File: src/hdl/crt_pkg.sv
`timescale 1ns / 1ps
// Shared types, codes and helper functions for the countdown relay timer.
// Depends on nothing; every other file of the timer imports it.
package crt_pkg;

    // Default width of the signed encoder step counter.
    localparam int COUNT_WIDTH_DEFAULT = 16;

    // Field limits.
    localparam logic [6:0] HOUR_MAX = 7'd99;
    localparam logic [6:0] MINSEC_MAX = 7'd59;

    // Event codes carried by the opcode field.
    typedef enum logic [2:0] {
        OP_TICK        = 3'd0,
        OP_SET         = 3'd1,
        OP_START       = 3'd2,
        OP_ENCODER     = 3'd3,
        OP_POWER_FAIL  = 3'd4,
        OP_RESTORE_PRE = 3'd5,
        OP_RESTORE_REM = 3'd6,
        OP_NONE        = 3'd7
    } opcode_t;

    // Operating modes of the timer.
    typedef enum logic [2:0] {
        MODE_RUN     = 3'd0,
        MODE_HOUR    = 3'd1,
        MODE_MIN     = 3'd2,
        MODE_SEC     = 3'd3,
        MODE_STANDBY = 3'd4
    } mode_t;

    // Direction decoded from one encoder transition.
    typedef enum logic [1:0] {
        DIR_NONE = 2'd0,
        DIR_UP   = 2'd1,
        DIR_DOWN = 2'd2
    } enc_dir_t;

    // Quadrature transition codes: previous A,B followed by new A,B.
    localparam logic [3:0] QUAD_UP_0 = 4'b1101;
    localparam logic [3:0] QUAD_UP_1 = 4'b0100;
    localparam logic [3:0] QUAD_UP_2 = 4'b0010;
    localparam logic [3:0] QUAD_UP_3 = 4'b1011;
    localparam logic [3:0] QUAD_DN_0 = 4'b1110;
    localparam logic [3:0] QUAD_DN_1 = 4'b0111;
    localparam logic [3:0] QUAD_DN_2 = 4'b0001;
    localparam logic [3:0] QUAD_DN_3 = 4'b1000;

    // One input item.
    typedef struct packed {
        logic [2:0] opcode;
        logic       enc_a;
        logic       enc_b;
        logic [7:0] hour_in;
        logic [7:0] minute_in;
        logic [7:0] second_in;
    } in_item_t;

    // One result item.
    typedef struct packed {
        logic [2:0] mode;
        logic [6:0] hours;
        logic [5:0] minutes;
        logic [5:0] seconds;
        logic       relay_on;
        logic       store_remaining;
        logic       store_preset;
        logic       clear_remaining;
    } out_item_t;

    // Requests raised while handling one item.
    typedef struct packed {
        logic store_remaining;
        logic store_preset;
        logic clear_remaining;
    } req_t;

    // Decode the direction of one quadrature transition.
    function automatic enc_dir_t quad_dir(input logic [3:0] code);
        enc_dir_t dir;
        if (code == QUAD_UP_0 || code == QUAD_UP_1 || code == QUAD_UP_2
                || code == QUAD_UP_3) begin
            dir = DIR_UP;
        end else if (code == QUAD_DN_0 || code == QUAD_DN_1 || code == QUAD_DN_2
                || code == QUAD_DN_3) begin
            dir = DIR_DOWN;
        end else begin
            dir = DIR_NONE;
        end
        return dir;
    endfunction

    // A stored byte above its limit is taken as zero.
    function automatic logic [6:0] clip_byte(input logic [7:0] v, input logic [6:0] lim);
        return (v > {1'b0, lim}) ? 7'd0 : v[6:0];
    endfunction

    // Step a field up, wrapping to zero past its limit.
    function automatic logic [6:0] wrap_inc(input logic [6:0] f, input logic [6:0] lim);
        return (f >= lim) ? 7'd0 : f + 7'd1;
    endfunction

    // Step a field down, wrapping to its limit below zero.
    function automatic logic [6:0] wrap_dec(input logic [6:0] f, input logic [6:0] lim);
        return (f == 7'd0 || f > lim) ? lim : f - 7'd1;
    endfunction

endpackage

File: src/hdl/crt_in_reg.sv
`timescale 1ns / 1ps
// Input register of the countdown relay timer: holds one item until the core takes it.
// Depends on crt_pkg for the input item type.
module crt_in_reg (
    input  logic              aclk,
    input  logic              aresetn,
    input  logic              s_valid,
    output logic              s_ready,
    input  crt_pkg::in_item_t s_data,
    input  logic              advance,
    output logic              item_valid,
    output crt_pkg::in_item_t item
);
    import crt_pkg::*;

    logic     valid_reg;
    logic     valid_next;
    in_item_t data_reg;

    // The register can take an item when empty or when its item moves on now.
    assign s_ready = !valid_reg || advance;

    always_comb begin
        valid_next = valid_reg;
        if (s_ready) begin
            valid_next = s_valid;
        end
    end

    always_ff @(posedge aclk) begin
        if (!aresetn) begin
            valid_reg <= 1'b0;
        end else begin
            valid_reg <= valid_next;
        end
    end

    // Payload loads on every accepted item.
    always_ff @(posedge aclk) begin
        if (s_valid && s_ready) begin
            data_reg <= s_data;
        end
    end

    assign item_valid = valid_reg;
    assign item       = data_reg;

endmodule

File: src/hdl/crt_core.sv
`timescale 1ns / 1ps
// Timer state and the single-pass event logic that computes one result per item.
// Depends on crt_pkg for types, codes and field helper functions.
module crt_core #(
    parameter int COUNT_WIDTH = crt_pkg::COUNT_WIDTH_DEFAULT
) (
    input  logic               aclk,
    input  logic               aresetn,
    input  logic               advance,
    input  crt_pkg::in_item_t  item,
    output crt_pkg::out_item_t result
);
    import crt_pkg::*;

    localparam logic signed [COUNT_WIDTH-1:0] CNT_MAX = {1'b0, {(COUNT_WIDTH-1){1'b1}}};
    localparam logic signed [COUNT_WIDTH-1:0] CNT_MIN = {1'b1, {(COUNT_WIDTH-1){1'b0}}};
    localparam logic signed [COUNT_WIDTH-1:0] CNT_ZERO = '0;
    localparam logic signed [COUNT_WIDTH-1:0] CNT_ONE = COUNT_WIDTH'(1);
    localparam logic signed [COUNT_WIDTH-1:0] CNT_NEG_ONE = '1;

    // State registers.
    mode_t                         mode_reg, mode_next;
    logic [6:0]                    hours_reg, hours_next;
    logic [5:0]                    minutes_reg, minutes_next;
    logic [5:0]                    seconds_reg, seconds_next;
    logic [6:0]                    pre_hours_reg, pre_hours_next;
    logic [5:0]                    pre_minutes_reg, pre_minutes_next;
    logic [5:0]                    pre_seconds_reg, pre_seconds_next;
    logic                          resumed_reg, resumed_next;
    logic                          relay_reg, relay_next;
    logic                          tick_reg, tick_next;
    logic [1:0]                    pins_reg, pins_next;
    logic signed [COUNT_WIDTH-1:0] count_reg, count_next;

    logic set_clear;
    logic run_clear;

    // Next state: first the event itself, then one pass of the mode body.
    always_comb begin
        logic [1:0] now_pins;
        logic [6:0] rh;
        logic [6:0] rm;
        logic [6:0] rs;

        mode_next        = mode_reg;
        hours_next       = hours_reg;
        minutes_next     = minutes_reg;
        seconds_next     = seconds_reg;
        pre_hours_next   = pre_hours_reg;
        pre_minutes_next = pre_minutes_reg;
        pre_seconds_next = pre_seconds_reg;
        resumed_next     = resumed_reg;
        relay_next       = relay_reg;
        tick_next        = tick_reg;
        pins_next        = pins_reg;
        count_next       = count_reg;
        set_clear        = 1'b0;
        run_clear        = 1'b0;
        now_pins         = {item.enc_a, item.enc_b};
        rh               = clip_byte(item.hour_in, HOUR_MAX);
        rm               = clip_byte(item.minute_in, MINSEC_MAX);
        rs               = clip_byte(item.second_in, MINSEC_MAX);

        // Event handling.
        case (opcode_t'(item.opcode))
            OP_TICK: begin
                tick_next = 1'b1;
            end
            OP_SET: begin
                case (mode_reg)
                    MODE_RUN: begin
                        mode_next    = MODE_HOUR;
                        hours_next   = pre_hours_reg;
                        minutes_next = pre_minutes_reg;
                        seconds_next = pre_seconds_reg;
                        if (resumed_reg) begin
                            resumed_next = 1'b0;
                            set_clear    = 1'b1;
                        end
                    end
                    MODE_HOUR: mode_next = MODE_MIN;
                    MODE_MIN:  mode_next = MODE_SEC;
                    MODE_SEC: begin
                        mode_next        = MODE_STANDBY;
                        pre_hours_next   = hours_reg;
                        pre_minutes_next = minutes_reg;
                        pre_seconds_next = seconds_reg;
                    end
                    default: mode_next = MODE_HOUR;
                endcase
            end
            OP_START: begin
                if (mode_reg == MODE_STANDBY) begin
                    hours_next   = pre_hours_reg;
                    minutes_next = pre_minutes_reg;
                    seconds_next = pre_seconds_reg;
                    mode_next    = MODE_RUN;
                end
            end
            OP_ENCODER: begin
                case (quad_dir({pins_reg, now_pins}))
                    DIR_UP: begin
                        if (count_reg < CNT_MAX) begin
                            count_next = count_reg + CNT_ONE;
                        end
                    end
                    DIR_DOWN: begin
                        if (count_reg > CNT_MIN) begin
                            count_next = count_reg - CNT_ONE;
                        end
                    end
                    default: count_next = count_reg;
                endcase
                pins_next = now_pins;
            end
            OP_RESTORE_PRE: begin
                pre_hours_next   = rh;
                pre_minutes_next = rm[5:0];
                pre_seconds_next = rs[5:0];
            end
            OP_RESTORE_REM: begin
                hours_next   = rh;
                minutes_next = rm[5:0];
                seconds_next = rs[5:0];
                if ((rh | rm | rs) != 7'd0) begin
                    mode_next    = MODE_RUN;
                    resumed_next = 1'b1;
                end else begin
                    mode_next    = MODE_STANDBY;
                    resumed_next = 1'b0;
                end
            end
            default: begin
                // Power fail and the unused code change no state here.
            end
        endcase

        // Mode body.
        case (mode_next)
            MODE_RUN: begin
                if (tick_next) begin
                    tick_next = 1'b0;
                    if (seconds_next != 6'd0) begin
                        seconds_next = seconds_next - 6'd1;
                        relay_next   = 1'b1;
                    end else if (minutes_next != 6'd0) begin
                        relay_next   = 1'b1;
                        seconds_next = 6'(MINSEC_MAX);
                        minutes_next = minutes_next - 6'd1;
                    end else if (hours_next != 7'd0) begin
                        relay_next   = 1'b1;
                        seconds_next = 6'(MINSEC_MAX);
                        minutes_next = 6'(MINSEC_MAX);
                        hours_next   = hours_next - 7'd1;
                    end else begin
                        relay_next = 1'b0;
                        if (resumed_next) begin
                            resumed_next = 1'b0;
                            mode_next    = MODE_STANDBY;
                            run_clear    = 1'b1;
                        end
                    end
                end
            end
            MODE_STANDBY: begin
                hours_next   = 7'd0;
                minutes_next = 6'd0;
                seconds_next = 6'd0;
            end
            MODE_HOUR: begin
                if (count_next > CNT_ONE) begin
                    hours_next = wrap_inc(hours_next, HOUR_MAX);
                    count_next = CNT_ZERO;
                end else if (count_next < CNT_NEG_ONE) begin
                    hours_next = wrap_dec(hours_next, HOUR_MAX);
                    count_next = CNT_ZERO;
                end
            end
            MODE_MIN: begin
                if (count_next > CNT_ONE) begin
                    minutes_next = 6'(wrap_inc({1'b0, minutes_next}, MINSEC_MAX));
                    count_next   = CNT_ZERO;
                end else if (count_next < CNT_NEG_ONE) begin
                    minutes_next = 6'(wrap_dec({1'b0, minutes_next}, MINSEC_MAX));
                    count_next   = CNT_ZERO;
                end
            end
            MODE_SEC: begin
                if (count_next > CNT_ONE) begin
                    seconds_next = 6'(wrap_inc({1'b0, seconds_next}, MINSEC_MAX));
                    count_next   = CNT_ZERO;
                end else if (count_next < CNT_NEG_ONE) begin
                    seconds_next = 6'(wrap_dec({1'b0, seconds_next}, MINSEC_MAX));
                    count_next   = CNT_ZERO;
                end
            end
            default: begin
            end
        endcase
    end

    // Result: the state after the item, plus the requests it raised.
    always_comb begin
        req_t req;
        req.store_preset    = (opcode_t'(item.opcode) == OP_SET) && (mode_reg == MODE_SEC);
        req.clear_remaining = set_clear || run_clear;
        req.store_remaining = (opcode_t'(item.opcode) == OP_POWER_FAIL)
                              && ((hours_next != 7'd0) || (minutes_next != 6'd0)
                                  || (seconds_next != 6'd0));
        result.mode            = mode_next;
        result.hours           = hours_next;
        result.minutes         = minutes_next;
        result.seconds         = seconds_next;
        result.relay_on        = relay_next;
        result.store_remaining = req.store_remaining;
        result.store_preset    = req.store_preset;
        result.clear_remaining = req.clear_remaining;
    end

    // State update, once per item handed to the result register.
    always_ff @(posedge aclk) begin
        if (!aresetn) begin
            mode_reg        <= MODE_STANDBY;
            hours_reg       <= '0;
            minutes_reg     <= '0;
            seconds_reg     <= '0;
            pre_hours_reg   <= '0;
            pre_minutes_reg <= '0;
            pre_seconds_reg <= '0;
            resumed_reg     <= 1'b0;
            relay_reg       <= 1'b0;
            tick_reg        <= 1'b0;
            pins_reg        <= '0;
            count_reg       <= CNT_ZERO;
        end else if (advance) begin
            mode_reg        <= mode_next;
            hours_reg       <= hours_next;
            minutes_reg     <= minutes_next;
            seconds_reg     <= seconds_next;
            pre_hours_reg   <= pre_hours_next;
            pre_minutes_reg <= pre_minutes_next;
            pre_seconds_reg <= pre_seconds_next;
            resumed_reg     <= resumed_next;
            relay_reg       <= relay_next;
            tick_reg        <= tick_next;
            pins_reg        <= pins_next;
            count_reg       <= count_next;
        end
    end

endmodule

File: src/hdl/crt_out_reg.sv
`timescale 1ns / 1ps
// Result register of the countdown relay timer: holds one result until it is taken.
// Depends on crt_pkg for the result item type.
module crt_out_reg (
    input  logic               aclk,
    input  logic               aresetn,
    input  logic               item_valid,
    input  crt_pkg::out_item_t result,
    output logic               advance,
    output logic               m_valid,
    input  logic               m_ready,
    output crt_pkg::out_item_t m_data
);
    import crt_pkg::*;

    logic      valid_reg;
    logic      valid_next;
    out_item_t data_reg;

    // An item moves in when one waits and the register is free or drains now.
    assign advance = item_valid && (!valid_reg || m_ready);

    always_comb begin
        valid_next = valid_reg;
        if (advance) begin
            valid_next = 1'b1;
        end else if (m_ready) begin
            valid_next = 1'b0;
        end
    end

    always_ff @(posedge aclk) begin
        if (!aresetn) begin
            valid_reg <= 1'b0;
        end else begin
            valid_reg <= valid_next;
        end
    end

    always_ff @(posedge aclk) begin
        if (advance) begin
            data_reg <= result;
        end
    end

    assign m_valid = valid_reg;
    assign m_data  = data_reg;

endmodule

File: src/hdl/countdown_relay_timer.sv
`timescale 1ns / 1ps
// Top level of the countdown relay timer: input register, event core, result register.
// Depends on crt_pkg, crt_in_reg, crt_core and crt_out_reg.
//
//  channel  ports                        payload
//  input    s_valid, s_ready, s_data     crt_pkg::in_item_t, one event per item
//  result   m_valid, m_ready, m_data     crt_pkg::out_item_t, one result per item
//
// Each item passes the input register, is handled by the combinational event
// logic and appears in the result register; the event logic is a single pass.
// A new item may be accepted every cycle while the result register is free or drains.
// aresetn is synchronous and active low and returns the timer to standby at 0:0:0.
// When m_ready is low the result holds and at most one further item waits.
module countdown_relay_timer #(
    parameter int COUNT_WIDTH = crt_pkg::COUNT_WIDTH_DEFAULT
) (
    input  logic               aclk,
    input  logic               aresetn,
    input  logic               s_valid,
    output logic               s_ready,
    input  crt_pkg::in_item_t  s_data,
    output logic               m_valid,
    input  logic               m_ready,
    output crt_pkg::out_item_t m_data
);
    import crt_pkg::*;

    logic      advance;
    logic      item_valid;
    in_item_t  item;
    out_item_t result;

    crt_in_reg u_in_reg (
        .aclk       (aclk),
        .aresetn    (aresetn),
        .s_valid    (s_valid),
        .s_ready    (s_ready),
        .s_data     (s_data),
        .advance    (advance),
        .item_valid (item_valid),
        .item       (item)
    );

    crt_core #(
        .COUNT_WIDTH (COUNT_WIDTH)
    ) u_core (
        .aclk    (aclk),
        .aresetn (aresetn),
        .advance (advance),
        .item    (item),
        .result  (result)
    );

    crt_out_reg u_out_reg (
        .aclk       (aclk),
        .aresetn    (aresetn),
        .item_valid (item_valid),
        .result     (result),
        .advance    (advance),
        .m_valid    (m_valid),
        .m_ready    (m_ready),
        .m_data     (m_data)
    );

endmodule

File: config.mk
export PLATFORM = sky130hd
export DESIGN_NAME = countdown_relay_timer
export DESIGN_NICKNAME = d
export VERILOG_FILES = /design/src/hdl/crt_pkg.sv /design/src/hdl/crt_in_reg.sv /design/src/hdl/crt_core.sv /design/src/hdl/crt_out_reg.sv /design/src/hdl/countdown_relay_timer.sv
export SDC_FILE = /design/constraint.sdc
export NUM_CORES = 1
export LEC_CHECK = 0
export ABC_AREA = 0
export BUFFER_PORTS_ARGS = -buffer_cell sky130_fd_sc_hd__buf_2
export CAP_MARGIN = 20
export CORE_MARGIN = 2
export CORE_UTILIZATION = 60
export DETAILED_ROUTE_END_ITERATION = 6
export GPL_ROUTABILITY_DRIVEN = 1
export PLACE_DENSITY = 0.9
export SYNTH_ARGS = -nofsm -noshare
export SYNTH_HDL_FRONTEND = slang
export SYNTH_SLANG_ARGS = --single-unit
File: constraint.sdc
create_clock -name aclk -period 5.7 [get_ports aclk]
set_input_delay 0 -clock aclk [delete_from_list [all_inputs] [get_ports aclk]]
set_output_delay 0 -clock aclk [all_outputs]
set_load 0.005 [all_outputs]
==> results_tabular.tex <==
\begin{tabular}{lr}
\hline
Metric & Value \\
\hline
\multicolumn{2}{l}{\textbf{Status}} \\
Status & complete, but fails checks \\
Violated checks & design-rule violations \\
\multicolumn{2}{l}{\textbf{Flow run}} \\
Number of maximum-capacitance violations & 0 \\
\multicolumn{2}{l}{\textbf{Worst setup path}} \\
Critical path endpoint category & register \\
Worst setup path category & register to register \\
Worst-path fanout max & 24 \\
Cell chain of the critical path & nor3b\_4 -> a221oi\_4 -> buf\_4 -> nand2\_1 -> nand2\_1 -> inv\_1 -> ha\_1 -> o21ai\_0 -> a2111oi\_1 -> and4\_1 -> nand2\_1 -> a21oi\_1 -> nor2\_1 -> or3\_1 -> a21o\_1 -> a211o\_1 -> nor4\_1 -> buf\_4 -> a41oi\_1 \\
Most frequent cell on the critical path & sky130\_fd\_sc\_hd\_\_nand2\_1 \\
Worst Path Arrival & around 5600 ps \\
Type of origin of the critical path & register \\
Worst-path cell with the longest stage delay & sky130\_fd\_sc\_hd\_\_edfxtp\_1 \\
Crit path required time & around 5900 ps \\
Biggest cell delay along the critical path & roughly 600 ps \\
\multicolumn{2}{l}{\textbf{Route}} \\
Total Routed Length & $\sim$33 mm \\
Vias after detailed routing & between 9k and 10k \\
Met1 wire length & around 13 mm \\
Via density per instance & approximately 7.3 \\
Routed wirelength normalized by instance count & between 20 and 25 um \\
DRC marker count from the first detailed-route iteration & 1,911 \\
Uppermost layer routed & met4 \\
Detailed-route DRC error count & 31 \\
Amount of wire on met3 after detailed routing & 5.12 mm \\
DR WL met2 & about 14 mm \\
Count of antenna-violating nets left after detailed routing & 0 \\
Iteration count of the initial detailed-routing pass & 7 \\
\multicolumn{2}{l}{\textbf{Clocking}} \\
Htree depth & 4 \\
Maximum buffer depth of the clock tree & 2 \\
CTS tree & built \\
Cts bufs inserted & 17 \\
Clock slew seen by the registers of the worst setup and hold paths & 70 ps \\
Sinks on the clock net & around 120 \\
Clock latency of the later-clocked register in the worst-skew pair & 430 ps \\
Clock root buffer master & sky130\_fd\_sc\_hd\_\_clkbuf\_16 \\
\multicolumn{2}{l}{\textbf{Synthesis}} \\
Share of synthesized area occupied by flip-flops and latches & 0.348 \\
Synth Flop Type & sky130\_fd\_sc\_hd\_\_dfxtp\_1 \\
Number of synthesized flops with an enable pin & 55 \\
Gate count after technology mapping & around 1.0k \\
Ys Warns & 0 \\
Area leader, netlist & sky130\_fd\_sc\_hd\_\_edfxtp\_1 \\
Mapped cell area & roughly 8400 um2 \\
Dominant cells by area after synthesis & sky130\_fd\_sc\_hd\_\_edfxtp\_1, sky130\_fd\_sc\_hd\_\_dfxtp\_1, sky130\_fd\_sc\_hd\_\_nor2\_1 \\
Flip-flop and latch count after synthesis & between 100 and 150 \\
Post-Synthesis Mean Instance Area & about 8.1 um2 \\
Total nets after synthesis & 1,092 \\
Count of cell types in the netlist & 92 \\
Top-area cell type share of the netlist area & 0.196 \\
Most numerous cell in the Yosys netlist & sky130\_fd\_sc\_hd\_\_nor2\_1 \\
Most instantiated cells after synthesis & sky130\_fd\_sc\_hd\_\_nor2\_1, sky130\_fd\_sc\_hd\_\_nand2\_1, sky130\_fd\_sc\_hd\_\_a21oi\_1 \\
Fraction of registers with async set or reset after synthesis & 0 \\
\multicolumn{2}{l}{\textbf{Layout}} \\
Share of cells above drive strength 1 & 0.166 \\
Post-Route Utilization & 0.729 \\
Antenna cells & 0 \\
Fin area & slightly above 10,000 um2 \\
Synth-to-Final Area Change & 19.4\% \\
Seq. cell area & 2930 um2 \\
Final non-filler cell total & 1,342 \\
Number of filler cells placed in the layout & slightly below 1k \\
Multi-input combinational cell area & 5070 um2 \\
Net count, final & between 1k and 1.5k \\
Flip-flop count of the largest register, all copies and words added & 29 \\
\multicolumn{2}{l}{\textbf{Global routing}} \\
Sum of overflow across all layers after global routing & 0 \\
Number of antenna violations at the first check in global routing & 0 \\
Tot GR Track Use & 0.436 \\
First-pass GRT wire length & 49.8 mm \\
Number of global-route vias before repair & a little under 9k \\
Maximum number of pins on one net before global-route repair & between 60 and 70 \\
\multicolumn{2}{l}{\textbf{STA}} \\
Final hold viol count & 0 \\
Max-slew violations & 0 \\
Unrepaired setup endpoints after global routing & false \\
Final TNS setup & 0 ps \\
Worst slew margin relative to its limit & 0.289 \\
Largest clock skew in the final design & roughly 14 ps \\
Worst hold margin & roughly 240 ps \\
Post-route fraction of the period consumed by the critical path & 0.963 \\
Final Worst Setup Slack & $\sim$210 ps \\
Max Clk Rate & 182 MHz \\
Finish-stage setup viols & 0 \\
Worst-margin pin slew & around 1100 ps \\
Tmin final & 5490 ps \\
\multicolumn{2}{l}{\textbf{Die}} \\
Starting utilization of the core area & 0.610 \\
Die Area & between 15,000 and 20,000 um2 \\
Core box area & around 14,000 um2 \\
Die Width & between 100 and 150 um \\
Count of boundary I/O pins & about 60 \\
Row Count & 43 \\
Die extent in y & between 100 and 150 um \\
\multicolumn{2}{l}{\textbf{Placed design}} \\
Routability congestion estimate from global placement & around 1.0 \\
Area of placed instances & 9090 um2 \\
Placement Setup Slack & 478 ps \\
IO Port Bufs & 60 \\
HPWL after detailed placement & 20.8 mm \\
Cell total after placement & 1,274 \\
\multicolumn{2}{l}{\textbf{Power and ir drop}} \\
Cell Pwr Density & approximately 260 nW/um2 \\
Combinational share of power & 0.217 \\
Power share of the clock group & 0.417 \\
Power Total & $\sim$2.7 mW \\
Peak supply drop & $\sim$0.29 mV \\
Internal & approximately 1.8 mW \\
Net Sw Power & about 0.86 mW \\
Static leakage & roughly 4 nW \\
Net Sw Frac & 0.326 \\
Register share of total power & 0.367 \\
\multicolumn{2}{l}{\textbf{Worst hold path}} \\
Type of the most critical hold path & input port to register \\
\hline
\end{tabular}
==> layout by cell type (no fill, tap or decap), types with 14 or more instances in the layout <==
master,instances
sky130_fd_sc_hd__dlygate4sd3_1,32
sky130_fd_sc_hd__and2_1,14
sky130_fd_sc_hd__a211oi_1,29
sky130_fd_sc_hd__o22ai_1,16
sky130_fd_sc_hd__edfxtp_1,55
sky130_fd_sc_hd__and3_1,21
sky130_fd_sc_hd__dfxtp_1,64
sky130_fd_sc_hd__nand3_1,38
sky130_fd_sc_hd__nand4_1,16
sky130_fd_sc_hd__nand2_1,85
sky130_fd_sc_hd__o21ai_0,31
sky130_fd_sc_hd__a31oi_1,17
sky130_fd_sc_hd__a22oi_1,19
sky130_fd_sc_hd__a21oi_1,81
sky130_fd_sc_hd__nor2_1,154
sky130_fd_sc_hd__buf_2,60
sky130_fd_sc_hd__nor3_1,44
sky130_fd_sc_hd__buf_4,67
sky130_fd_sc_hd__inv_1,29
sky130_fd_sc_hd__o31ai_1,15
sky130_fd_sc_hd__clkbuf_16,17
==> critical path: cells and delay by family (launching register included) <==
kind	cells	cell delay (ps)
buffers and inverters	3	650
and+or+nand+nor	8	2010
DFF	1	600
AOI/OAI and AO/OA	7	1700
adders and majority gates	1	210
==> final cells by class <==
cell class	instances	area share
inverters	31	0.0115
well taps	180	0.0223
multi-input cells	820	0.504
clock inverters	13	0.0144
clock buffers	19	0.0430
repair buffers	160	0.114
flip-flops and latches	119	0.291
==> power by group through the flow <==
stage               Sequential, mW  Clock (mW)  Combinational, mW
CTS                          0.967        1.08              0.531
detailed placement           0.984           0              0.508
global placement             0.981           0              0.509
finish                       0.972        1.11              0.574
global route                 0.974        1.12              0.603
floorplan                    0.972           0              0.349
==> metal layers <==
metal  track usage  up-vias
li1              -     4202
met5             0        -
met3         0.151      206
met4         0.157        0
met1         0.601     4487
met2         0.633      958
==> cells by family after synthesis <==
group | count (synthesis) | synth area share
adders and majority gates | 11 | 0.0163
and+or+nand+nor | 468 | 0.287
xor gates and xnor gates | 13 | 0.0135
DFF | 119 | 0.348
AOI/OAI and AO/OA | 315 | 0.264
muxes | 13 | 0.0159
buffers and inverters | 109 | 0.0562
==> worst paths after layout <==
check,start,endpoint,slack (ps),cells past startpoint
worst max-delay path,u_in_reg.item[26],u_out_reg.m_data[2],210,19
worst min-delay path,aresetn,u_core.count_reg[11],240,4
worst max register to register,u_in_reg.item[26],u_out_reg.m_data[2],210,19
worst min register to register,u_core.relay_reg,u_core.relay_reg,480,2
==> what timing repair did <==
item	4_1_cts	5_1_grt
hold buffers	32	0
hold endpoints to repair	31	0
gates resized for setup	0	6
endpoints found under the setup margin	0	1
buffers inserted	0	3
Power figures use the tool's default switching activity.
